===== src/stc_pkg.sv =====
// Shared types, constants and helpers for the string token classifier.
package stc_pkg;

   // Widths of the item fields and registers
   localparam int unsigned BYTE_W   = 8;
   localparam int unsigned KIND_W   = 3;
   localparam int unsigned LEN_W    = 33;
   localparam int unsigned LIMIT_W  = 16;
   localparam int unsigned CSR_IDX_W = 2;
   localparam int unsigned RSP_DATA_W = 40;

   // Token kinds reported on the result channel
   localparam logic [KIND_W-1:0] KIND_ERROR    = 3'd0;
   localparam logic [KIND_W-1:0] KIND_ATOM     = 3'd1;
   localparam logic [KIND_W-1:0] KIND_QUOTED   = 3'd2;
   localparam logic [KIND_W-1:0] KIND_LIT_SYNC = 3'd3;
   localparam logic [KIND_W-1:0] KIND_LIT_NONSYNC = 3'd4;

   // Configuration register indexes
   localparam logic [CSR_IDX_W-1:0] CSR_ATOM_LIMIT    = 2'd0;
   localparam logic [CSR_IDX_W-1:0] CSR_QUOTED_LIMIT  = 2'd1;
   localparam logic [CSR_IDX_W-1:0] CSR_LITERAL_LIMIT = 2'd2;

   // Register reset values and literal cap
   localparam logic [LIMIT_W-1:0] LIMIT_RESET = 16'd1024;
   localparam logic [LEN_W-1:0]   LITERAL_CAP = 33'h1_0000_0000;
   localparam logic [LEN_W-1:0]   VALUE_MAX   = 33'h1_FFFF_FFFF;

   // Character codes
   localparam logic [BYTE_W-1:0] CH_DQUOTE    = 8'h22;
   localparam logic [BYTE_W-1:0] CH_PLUS      = 8'h2B;
   localparam logic [BYTE_W-1:0] CH_ZERO      = 8'h30;
   localparam logic [BYTE_W-1:0] CH_NINE      = 8'h39;
   localparam logic [BYTE_W-1:0] CH_BACKSLASH = 8'h5C;
   localparam logic [BYTE_W-1:0] CH_LBRACE    = 8'h7B;
   localparam logic [BYTE_W-1:0] CH_RBRACE    = 8'h7D;

   typedef logic [BYTE_W-1:0] byte_type;

   // Atom characters: printable ASCII minus specials
   function automatic logic is_atom_byte(input byte_type b);
      return (b == 8'h21) || (b >= 8'h23 && b <= 8'h27) ||
             (b >= 8'h2A && b <= 8'h5B) || (b >= 8'h5D && b <= 8'h7A) ||
             (b >= 8'h7C && b <= 8'h7E);
   endfunction

endpackage


===== src/string_token_classifier.sv =====
// Top level: per-byte token classifier with input and result registers.
//
// Takes one token byte per item on req_ and returns one result item on rsp_
// for each byte marked req_tlast: the token kind on rsp_tuser and the content
// length on rsp_tdata (0 on error). One item is accepted every clock cycle
// while input is not stalled. The result of a final byte is classified from
// the input register and loaded into the result register, from which it is
// offered on rsp_. A pending result only stalls input when the next final
// byte reaches the classify stage while the result register is still full
// and rsp_tready is low. The user must write limits through csr_ only while
// the block is idle; the block itself does not enforce this. COUNT_WIDTH
// sets the byte counter width. Tokens longer than 2**COUNT_WIDTH-1 bytes
// are never atoms or quoted strings.
module string_token_classifier #(
   parameter int unsigned COUNT_WIDTH = 16
) (
   input  logic        clock,
   input  logic        reset,
   // input item channel
   input  logic        req_tvalid,
   output logic        req_tready,
   input  logic [7:0]  req_tdata,   // [7:0] token_byte
   input  logic        req_tlast,   // final_byte
   input  logic        req_tuser,   // [0] line_end
   // result item channel
   output logic        rsp_tvalid,
   input  logic        rsp_tready,
   output logic [stc_pkg::RSP_DATA_W-1:0] rsp_tdata,  // [32:0] content_length, rest zero
   output logic [stc_pkg::KIND_W-1:0]     rsp_tuser,  // [2:0] token_kind
   // configuration writes
   input  logic        csr_we,
   input  logic [stc_pkg::CSR_IDX_W-1:0] csr_index,
   input  logic [stc_pkg::LEN_W-1:0]     csr_wdata
);

   localparam int unsigned LEN_W = stc_pkg::LEN_W;
   localparam logic [COUNT_WIDTH-1:0] COUNT_MAX = {COUNT_WIDTH{1'b1}};

   typedef enum logic [2:0] {
      QP_START, QP_BODY, QP_ESC, QP_CONT, QP_DEAD
   } quote_phase_type;

   typedef enum logic [2:0] {
      LP_START, LP_BRACE, LP_DIGITS, LP_PLUS, LP_DEAD
   } literal_phase_type;

   // configuration registers
   logic [stc_pkg::LIMIT_W-1:0] atom_limit_ff, quoted_limit_ff;
   logic [LEN_W-1:0]            literal_limit_ff;

   // input register
   logic                 in_valid_ff;
   stc_pkg::byte_type    in_byte_ff;
   logic                 in_last_ff, in_eol_ff;

   // token state
   logic [COUNT_WIDTH-1:0] count_ff, count_in;
   logic                   over_ff, over_in;
   logic                   atom_ok_ff, atom_ok_in;
   quote_phase_type        qphase_ff, qphase_in;
   logic [1:0]             cont_left_ff, cont_left_in;
   literal_phase_type      lphase_ff, lphase_in;
   logic [LEN_W-1:0]       lit_value_ff, lit_value_in;

   // result register
   logic                      out_valid_ff;
   logic [stc_pkg::KIND_W-1:0] out_kind_ff, out_kind_in;
   logic [LEN_W-1:0]          out_len_ff, out_len_in;

   // handshake
   logic out_free, proc, load_out;
   logic is_digit;
   logic [3:0] digit_val;
   logic [LEN_W+3:0] times_ten;
   logic [LEN_W-1:0] lim_eff, count_ext;

   assign out_free   = ~out_valid_ff | rsp_tready;
   assign proc       = in_valid_ff & (~in_last_ff | out_free);
   assign load_out   = proc & in_last_ff;
   assign req_tready = ~in_valid_ff | proc;

   assign rsp_tvalid = out_valid_ff;
   assign rsp_tuser  = out_kind_ff;
   assign rsp_tdata  = {{(stc_pkg::RSP_DATA_W-LEN_W){1'b0}}, out_len_ff};

   // digit decode and value times ten plus digit
   assign is_digit  = (in_byte_ff >= stc_pkg::CH_ZERO) && (in_byte_ff <= stc_pkg::CH_NINE);
   assign digit_val = 4'(in_byte_ff - stc_pkg::CH_ZERO);
   assign times_ten = {1'b0, lit_value_ff, 3'b000} + {3'b000, lit_value_ff, 1'b0}
                      + {{LEN_W{1'b0}}, digit_val};

   assign lim_eff   = (literal_limit_ff > stc_pkg::LITERAL_CAP) ?
                      stc_pkg::LITERAL_CAP : literal_limit_ff;
   assign count_ext = {{(LEN_W-COUNT_WIDTH){1'b0}}, count_in};

   // next token state and classification
   always_comb begin
      count_in     = (count_ff == COUNT_MAX) ? count_ff : count_ff + 1'b1;
      over_in      = over_ff | (count_ff == COUNT_MAX);
      atom_ok_in   = atom_ok_ff & stc_pkg::is_atom_byte(in_byte_ff);
      qphase_in    = qphase_ff;
      cont_left_in = cont_left_ff;
      lphase_in    = lphase_ff;
      lit_value_in = lit_value_ff;
      out_kind_in  = stc_pkg::KIND_ERROR;
      out_len_in   = '0;

      // quoted string checker
      case (qphase_ff)
         QP_START: begin
            qphase_in = (in_byte_ff == stc_pkg::CH_DQUOTE) ? QP_BODY : QP_DEAD;
         end
         QP_BODY: begin
            if (in_byte_ff == stc_pkg::CH_BACKSLASH) begin
               qphase_in = QP_ESC;
            end else if (in_byte_ff >= 8'h01 && in_byte_ff <= 8'h7F &&
                         in_byte_ff != stc_pkg::CH_DQUOTE) begin
               qphase_in = QP_BODY;
            end else if (in_byte_ff >= 8'hC0 && in_byte_ff <= 8'hDF) begin
               cont_left_in = 2'd1;
               qphase_in    = QP_CONT;
            end else if (in_byte_ff >= 8'hE0 && in_byte_ff <= 8'hEF) begin
               cont_left_in = 2'd2;
               qphase_in    = QP_CONT;
            end else if (in_byte_ff >= 8'hF0 && in_byte_ff <= 8'hF7) begin
               cont_left_in = 2'd3;
               qphase_in    = QP_CONT;
            end else begin
               qphase_in = QP_DEAD;
            end
         end
         QP_ESC: begin
            qphase_in = (in_byte_ff == stc_pkg::CH_DQUOTE ||
                         in_byte_ff == stc_pkg::CH_BACKSLASH) ? QP_BODY : QP_DEAD;
         end
         QP_CONT: begin
            if (in_byte_ff >= 8'h80 && in_byte_ff <= 8'hBF && cont_left_ff != 2'd0) begin
               cont_left_in = cont_left_ff - 2'd1;
               if (cont_left_ff == 2'd1) begin
                  qphase_in = QP_BODY;
               end
            end else begin
               cont_left_in = 2'd0;
               qphase_in    = QP_DEAD;
            end
         end
         default: begin
            qphase_in = QP_DEAD;
         end
      endcase

      // literal announcement checker
      case (lphase_ff)
         LP_START: begin
            lphase_in = (in_byte_ff == stc_pkg::CH_LBRACE) ? LP_BRACE : LP_DEAD;
         end
         LP_BRACE: begin
            if (is_digit) begin
               lit_value_in = {{(LEN_W-4){1'b0}}, digit_val};
               lphase_in    = LP_DIGITS;
            end else begin
               lphase_in = LP_DEAD;
            end
         end
         LP_DIGITS: begin
            if (is_digit) begin
               lit_value_in = (times_ten[LEN_W+3:LEN_W] != 4'd0) ?
                              stc_pkg::VALUE_MAX : times_ten[LEN_W-1:0];
            end else if (in_byte_ff == stc_pkg::CH_PLUS) begin
               lphase_in = LP_PLUS;
            end else begin
               lphase_in = LP_DEAD;
            end
         end
         default: begin
            lphase_in = LP_DEAD;
         end
      endcase

      // classify on the final byte
      if (in_byte_ff == stc_pkg::CH_RBRACE && (lphase_ff == LP_DIGITS || lphase_ff == LP_PLUS)) begin
         if (in_eol_ff && lit_value_ff <= lim_eff) begin
            out_kind_in = (lphase_ff == LP_PLUS) ? stc_pkg::KIND_LIT_NONSYNC
                                                 : stc_pkg::KIND_LIT_SYNC;
            out_len_in  = lit_value_ff;
         end
      end else if (atom_ok_in && !over_in &&
                   count_ext <= {{(LEN_W-stc_pkg::LIMIT_W){1'b0}}, atom_limit_ff}) begin
         out_kind_in = stc_pkg::KIND_ATOM;
         out_len_in  = count_ext;
      end else if (qphase_ff == QP_BODY && in_byte_ff == stc_pkg::CH_DQUOTE && !over_in &&
                   count_ext >= 33'd2 &&
                   count_ext <= {{(LEN_W-stc_pkg::LIMIT_W){1'b0}}, quoted_limit_ff}) begin
         out_kind_in = stc_pkg::KIND_QUOTED;
         out_len_in  = count_ext - 33'd2;
      end
   end

   // registers
   always_ff @(posedge clock) begin
      if (reset) begin
         atom_limit_ff    <= stc_pkg::LIMIT_RESET;
         quoted_limit_ff  <= stc_pkg::LIMIT_RESET;
         literal_limit_ff <= stc_pkg::LITERAL_CAP;
         in_valid_ff      <= 1'b0;
         out_valid_ff     <= 1'b0;
         count_ff         <= '0;
         over_ff          <= 1'b0;
         atom_ok_ff       <= 1'b1;
         qphase_ff        <= QP_START;
         cont_left_ff     <= 2'd0;
         lphase_ff        <= LP_START;
         lit_value_ff     <= '0;
      end else begin
         // configuration writes
         if (csr_we) begin
            case (csr_index)
               stc_pkg::CSR_ATOM_LIMIT:    atom_limit_ff    <= csr_wdata[stc_pkg::LIMIT_W-1:0];
               stc_pkg::CSR_QUOTED_LIMIT:  quoted_limit_ff  <= csr_wdata[stc_pkg::LIMIT_W-1:0];
               stc_pkg::CSR_LITERAL_LIMIT: literal_limit_ff <= csr_wdata;
               default: ;
            endcase
         end

         // input register
         if (req_tready) begin
            in_valid_ff <= req_tvalid;
         end

         // token state: advance on ordinary bytes, clear after the final one
         if (proc) begin
            if (in_last_ff) begin
               count_ff     <= '0;
               over_ff      <= 1'b0;
               atom_ok_ff   <= 1'b1;
               qphase_ff    <= QP_START;
               cont_left_ff <= 2'd0;
               lphase_ff    <= LP_START;
               lit_value_ff <= '0;
            end else begin
               count_ff     <= count_in;
               over_ff      <= over_in;
               atom_ok_ff   <= atom_ok_in;
               qphase_ff    <= qphase_in;
               cont_left_ff <= cont_left_in;
               lphase_ff    <= lphase_in;
               lit_value_ff <= lit_value_in;
            end
         end

         // result register
         if (load_out) begin
            out_valid_ff <= 1'b1;
         end else if (rsp_tready) begin
            out_valid_ff <= 1'b0;
         end
      end
   end

   // payload registers
   always_ff @(posedge clock) begin
      if (req_tready) begin
         in_byte_ff <= req_tdata;
         in_last_ff <= req_tlast;
         in_eol_ff  <= req_tuser;
      end
      if (load_out) begin
         out_kind_ff <= out_kind_in;
         out_len_ff  <= out_len_in;
      end
   end

endmodule


===== config.mk =====
export PLATFORM = sky130hd
export DESIGN_NAME = string_token_classifier
export DESIGN_NICKNAME = d
export VERILOG_FILES = /design/src/stc_pkg.sv /design/src/string_token_classifier.sv
export SDC_FILE = /design/constraint.sdc
export NUM_CORES = 1
export LEC_CHECK = 0
export BUFFER_PORTS_ARGS = -buffer_cell sky130_fd_sc_hd__buf_4
export CAP_MARGIN = 30
export CORE_MARGIN = 2
export CORE_UTILIZATION = 61
export DETAILED_ROUTE_END_ITERATION = 10
export HOLD_SLACK_MARGIN = 0.03
export PLACE_DENSITY_LB_ADDON = 0.2
export SLEW_MARGIN = 20
export SYNTH_ARGS = -nofsm -noshare
export SYNTH_HDL_FRONTEND = slang
export SYNTH_SLANG_ARGS = --single-unit

===== constraint.sdc =====
create_clock -name clock -period 5.4 [get_ports clock]
set_input_delay 0.27 -clock clock [delete_from_list [all_inputs] [get_ports clock]]
set_output_delay 0.27 -clock clock [all_outputs]
set_load 0.05 [all_outputs]

==> results of run 1 <==
-- per-stage QoR --
step	power [mW]	std cells	setup slack [ps]
3_3_place_gp	1.71	1764	1210
2_1_floorplan	1.62	1481	1310
5_1_grt	2.95	1808	679
3_5_place_dp	1.72	1765	1040
4_1_cts	2.86	1807	991
6_report	2.86	1808	1080
-- synth_stat cells (all sizes together), types with 22 or more instances --
master	number
nand2	264
a21oi	154
ha	134
dfxtp	126
nor2	90
clkbuf	72
o21ai	71
inv	62
edfxtp	46
nor3	37
a21o	32
nand4	29
nor4	28
xnor2	24
xor2	24
a22oi	22
-- metal layers --
layer | vias to the layer above | global-route usage | part of all wire
li1 | 5447 | - | -
met1 | 5214 | 0.463 | 0.46
met2 | 457 | 0.507 | 0.43
met3 | 63 | 0.0639 | 0.080
met4 | 2 | 0.0986 | 0.025
met5 | - | 0 | 0.00036
-- registers in the layout, indices dropped and copies added (netlist names), 8 cells and up --
register / flops
in_byte_ff: 8
quoted_limit_ff: 16
atom_limit_ff: 16
out_len_ff: 33
count_ff: 16
lit_value_ff: 33
literal_limit_ff: 33
-- worst paths after layout --
path                                        endpoint  slack [ps]          start  depth (start not counted)
worst max register to register        out_len_ff[15]        1080    count_ff[0]                         16
worst max-delay path                  out_len_ff[15]        1080    count_ff[0]                         16
worst min register to register            atom_ok_ff         450     atom_ok_ff                          2
worst min-delay path            literal_limit_ff[26]          70  csr_wdata[26]                          3
-- cell families after synthesis --
kind of cell	count (synthesis)	synth area share
other cells	1	0.000313
mux	10	0.00961
buf+inv	151	0.0517
flops	172	0.326
fa+ha+maj	136	0.143
simple gates	547	0.214
compound gates	410	0.219
xor+xnor	48	0.0351
-- cell type report --
cell class                      instances  area, um2  area share
Multi-Input combinational cell       1158       7490       0.558
Tap cell                              265        332      0.0247
Clock buffer                           17        425      0.0317
Timing Repair Buffer                  120        936      0.0697
Sequential cell                       172       3900       0.291
Inverter                               62        233      0.0173
Clock inverter                         14        111     0.00829
-- what timing repair did --
action,in CTS,in global routing
endpoints found under the setup margin,0,0
hold buffers,11,0
hold endpoints to repair,11,0
-- critical path, stage by stage (launching register included) --
cell,delay [ps]
dfxtp_1,480
ha_1,360
nand2_1,170
nor2_1,260
nand2_1,340
mux2_2,440
ha_1,320
nor2b_1,150
o211ai_1,150
a21oi_1,80
o31a_1,300
nor4_2,240
buf_4,240
nand2b_1,130
o31ai_1,90
buf_4,240
a32o_1,190
-- power by group --
| part | total, mW | internal, mW | switching, mW | leakage (nW) |
|---|---|---|---|---|
| Clock | 1.16 | 0.596 | 0.560 | 0.264 |
| Combinational | 0.316 | 0.120 | 0.196 | 4.02 |
| Sequential | 1.38 | 1.36 | 0.0289 | 1.46 |
==> run metrics, run 1 <==
gr usage total=0.327; initial antenna violation count=1; Cell variety after synth=80; row cnt=just over 50; Routed WL=roughly 34,000 um; Syn-to-layout area delta=12.1%; Setup TNS=0 ps; CTS tree=yes; Worst Path Max Fanout=15; Area contributors post-synth=dfxtp_1, ha_1, edfxtp_1; share of layout cells above drive strength 1=0.107; clock transition at the registers of the reported paths=~80 ps; fin util=0.694; core area=around 19,000 um2; sequential share of the synthesized area=0.326; # diodes=0; fraction of registers with async set or reset after synthesis=0; number of enable flip-flop cells after synthesis=46; CP Capture Type=flip-flop; root buf cell=clkbuf_16; DIE WIDTH=144 um; VDD IR-drop max=~0.00021 V; LEAKAGE=5.75 nW; Routed WL per cell=18.5 um; fin area=approximately 13,000 um2; Via-to-Cell Ratio=6.19; PD cells=about 210 nW/um2; Longest Clk Path Bufs=2; Syn Std Cell Area=roughly 12,000 um2; Max Clk Rate=231 MHz; Initial Util=0.619; status=completed; commonest non-fill, non-tap cell in the layout=nand2_1; Slew HR=0.429; type of the worst min-delay path=in2reg; max cap viols=0; Arr. time, crit path=about 4600 ps; Clock Latency Late Sink=between 400 and 500 ps; final max-slew violation count=0; ANT nets after route=0; Worst setup SP type=flip-flop; Final Critical Period=about 4300 ps; Synth Register Bits=172; gr ovfl total=0; most frequent cells in the layout=nand2_1, a21oi_1, ha_1; DR vias=between 10,000 and 15,000; IO Pins=95; Final Hold Viols=0; Avg Cell Area, Syn=8.12 um2; DRC violation count after routing=0; clock sink count=172; placed cell area=between 10,000 and 15,000 um2; full die area=between 20,000 and 25,000 um2; PortBufs=87; first-pass GRT wire length=53,300 um; Synth warnings=0; drt first pass iters=5; # Post-CTS Setup Buffers=0; RSZ-0062 raised after global routing=false; endpoints failing setup=0; Slew @ Worst Pin=~830 ps; Die H=144 um; Req. time, crit path=roughly 5700 ps; Final nets=1,717; largest area contributor in the netlist=dfxtp_1; number of CTS-inserted buffers=17; vias in the first global route=just over 10,000; cells after synthesis=roughly 1,500; top-area cell type share of the netlist area=0.211; number of H-tree levels=4; critical path type=reg2reg; pin count of the biggest net entering global routing=80; Final Cycle Share=0.801; skew final=approximately 14 ps; initial DRC count=778; routability cong.=about 0.95; filler cell count=between 1,500 and 2,000; Min Hold Slack=around 65 ps; Post-DP HPWL=roughly 25,000 um; Main synth FF type=dfxtp_1; post-CTS resize count=0
(Power assumes the default switching activity.)
==> inputs of run 2 (changes only) <==
- clock period: 5.4 -> 4.4 ns (I/O delays scaled with it)
==> run metrics, run 2 (synthesis results as in run 1) <==
Via-to-Cell Ratio=6.16 (-0.34%); core area=19,300 um2 (unchanged); gr usage total=0.326 (-0.00139); vias in the first global route=10,300 (+0.83%); Final Cycle Share=0.952 (+0.151); LEAKAGE=5.88 nW (+2.3%); Initial Util=0.619 (unchanged); non-filler cells, final=1,835 (+1.5%); P_int=2.57 mW (+24%); pin count of the biggest net entering global routing=83 (+3.8%); status=completed; root buf cell=clkbuf_16; Die H=144 um (unchanged); routability cong.=0.990 (+4.7%); final max-slew violation count=0 (unchanged); Clock Latency Late Sink=440 ps (about the same); grt met1 use=0.461 (-0.00219); max cap viols=0 (unchanged); DIE WIDTH=144 um (unchanged); Place WS=69.2 ps (-970 ps); share of layout cells above drive strength 1=0.115 (+0.00835); Top Registers=lit_value_ff: 33 flops, literal_limit_ff: 33 flops, out_len_ff: 33 flops; IO Pins=95 (unchanged); type of the worst min-delay path=in2reg; cell count after placement=1,777 (+0.68%); Worst setup SP type=flip-flop; Routed WL=33,500 um (about the same); number of H-tree levels=4 (unchanged); PortBufs=87 (unchanged); clock transition at the registers of the reported paths=70 ps (about the same); initial antenna violation count=0 (-1); gr ovfl total=0 (unchanged); ANT nets after route=0 (unchanged); global route hottest layer=met2; full die area=20,800 um2 (unchanged); GRT met2 Usage=0.512 (+0.00551); Worst Path Max Fanout=15 (unchanged); DRC violation count after routing=0 (unchanged); worst setup margin=212 ps (-865 ps); Arr. time, crit path=4490 ps (-140 ps); Req. time, crit path=4700 ps (-1000 ps); Slew HR=0.408 (-0.0212); CTS tree=yes; endpoints failing setup=0 (unchanged); drt first pass iters=5 (unchanged); first-pass GRT wire length=52,900 um (-0.65%); skew final=13.7 ps (-0.424 ps); DR vias=11,300 (+1.1%); PD cells=259 nW/um2 (+22%); NetSw=980 uW (+25%); Slew @ Worst Pin=881 ps (+48.1 ps); Routed WL per cell=18.3 um (-1.5%); Final Critical Period=4190 ps (-135 ps); Clock Power Share=0.405 (about the same); Gate power share=0.117 (+0.006); most frequent cells in the layout=nand2_1, a21oi_1, ha_1; clock sink count=172 (unchanged); Longest Clk Path Bufs=2 (unchanged); Switching Share=0.276 (+0.00126); VDD IR-drop max=0.000232 V (+11%); Post-DP HPWL=24,700 um (-1.3%); Final nets=1,743 (+1.5%); number of CTS-inserted buffers=17 (unchanged); # diodes=0 (unchanged); Final Hold Viols=0 (unchanged); row cnt=51 (unchanged); CP Capture Type=flip-flop; sequential power share=0.478 (-0.007); Global Route met3 Usage=0.0533 (-0.0106); Syn-to-layout area delta=14.6%; initial DRC count=1,001 (+29%); critical path type=reg2reg; commonest non-fill, non-tap cell in the layout=nand2_1; Max Clk Rate=239 MHz (+3.2%)
run 2: area by class of cell:
type,count,area [um2]
clock buffers,17,425
multi-input cells,1158,7520
clock inverters,15,131
repair buffers,146,1180
flip-flops and latches,172,3900
inverters,62,233
well taps,265,332
fillers,1612,5620
run 2: stage by stage:
stage / setup TNS, ps / util / total power [mW] / hold slack [ps] / area, um2
after floorplan: 0 / - / 1.99 / 319 / 12000
after global placement: 0 / 0.665 / 2.11 / 399 / 12900
after detailed placement: 0 / 0.666 / 2.11 / 399 / 12900
after CTS: 0 / 0.708 / 3.55 / 30.7 / 13700
after global routing: -367 / 0.710 / 3.66 / 44.0 / 13700
final: 0 / 0.710 / 3.55 / 41.9 / 13700
run 2: path summary, 6_finish.rpt:
| path | startpoint | end | slack [ps] | cells past startpoint |
|---|---|---|---|---|
| max | count_ff[1] | out_len_ff[10] | 210 | 17 |
| max reg2reg | count_ff[1] | out_len_ff[10] | 210 | 17 |
| min reg2reg | quoted_limit_ff[5] | quoted_limit_ff[5] | 460 | 2 |
| min | csr_wdata[21] | literal_limit_ff[21] | 40 | 3 |
run 2: layer usage:
metal	share of wire	vias up
met5	0	-
met4	0.020	0
met3	0.076	47
met2	0.45	447
met1	0.46	5296
li1	-	5521
run 2: repair_timing:
item / in CTS / in global routing
hold endpoints to repair: 27 / 0
hold buffers: 26 / 0
setup buffers: 0 / 0
resized for setup: 0 / 5
setup endpoints to repair: 0 / 14
run 2: power groups by stage:
stage | logic, mW | registers (mW) | clock network, mW
2_1_floorplan | 0.235 | 1.75 | 0
3_3_place_gp | 0.376 | 1.73 | 0
3_5_place_dp | 0.383 | 1.73 | 0
4_1_cts | 0.405 | 1.70 | 1.45
5_1_grt | 0.450 | 1.70 | 1.51
6_report | 0.414 | 1.70 | 1.44
run 2: critical path, stage by stage (launching register included):
cell and delay [ps]:
dfxtp_1 440, ha_2 300, nand2_1 140, nor4_4 320, buf_4 180, nand3_1 80
o21a_1 210, ha_1 310, nand4_1 210, nor4_2 410, nor3_1 100, o31a_1 130
nor4_2 360, buf_12 190, nand2b_1 160, o31ai_4 140, buf_4 230, a22o_1 140
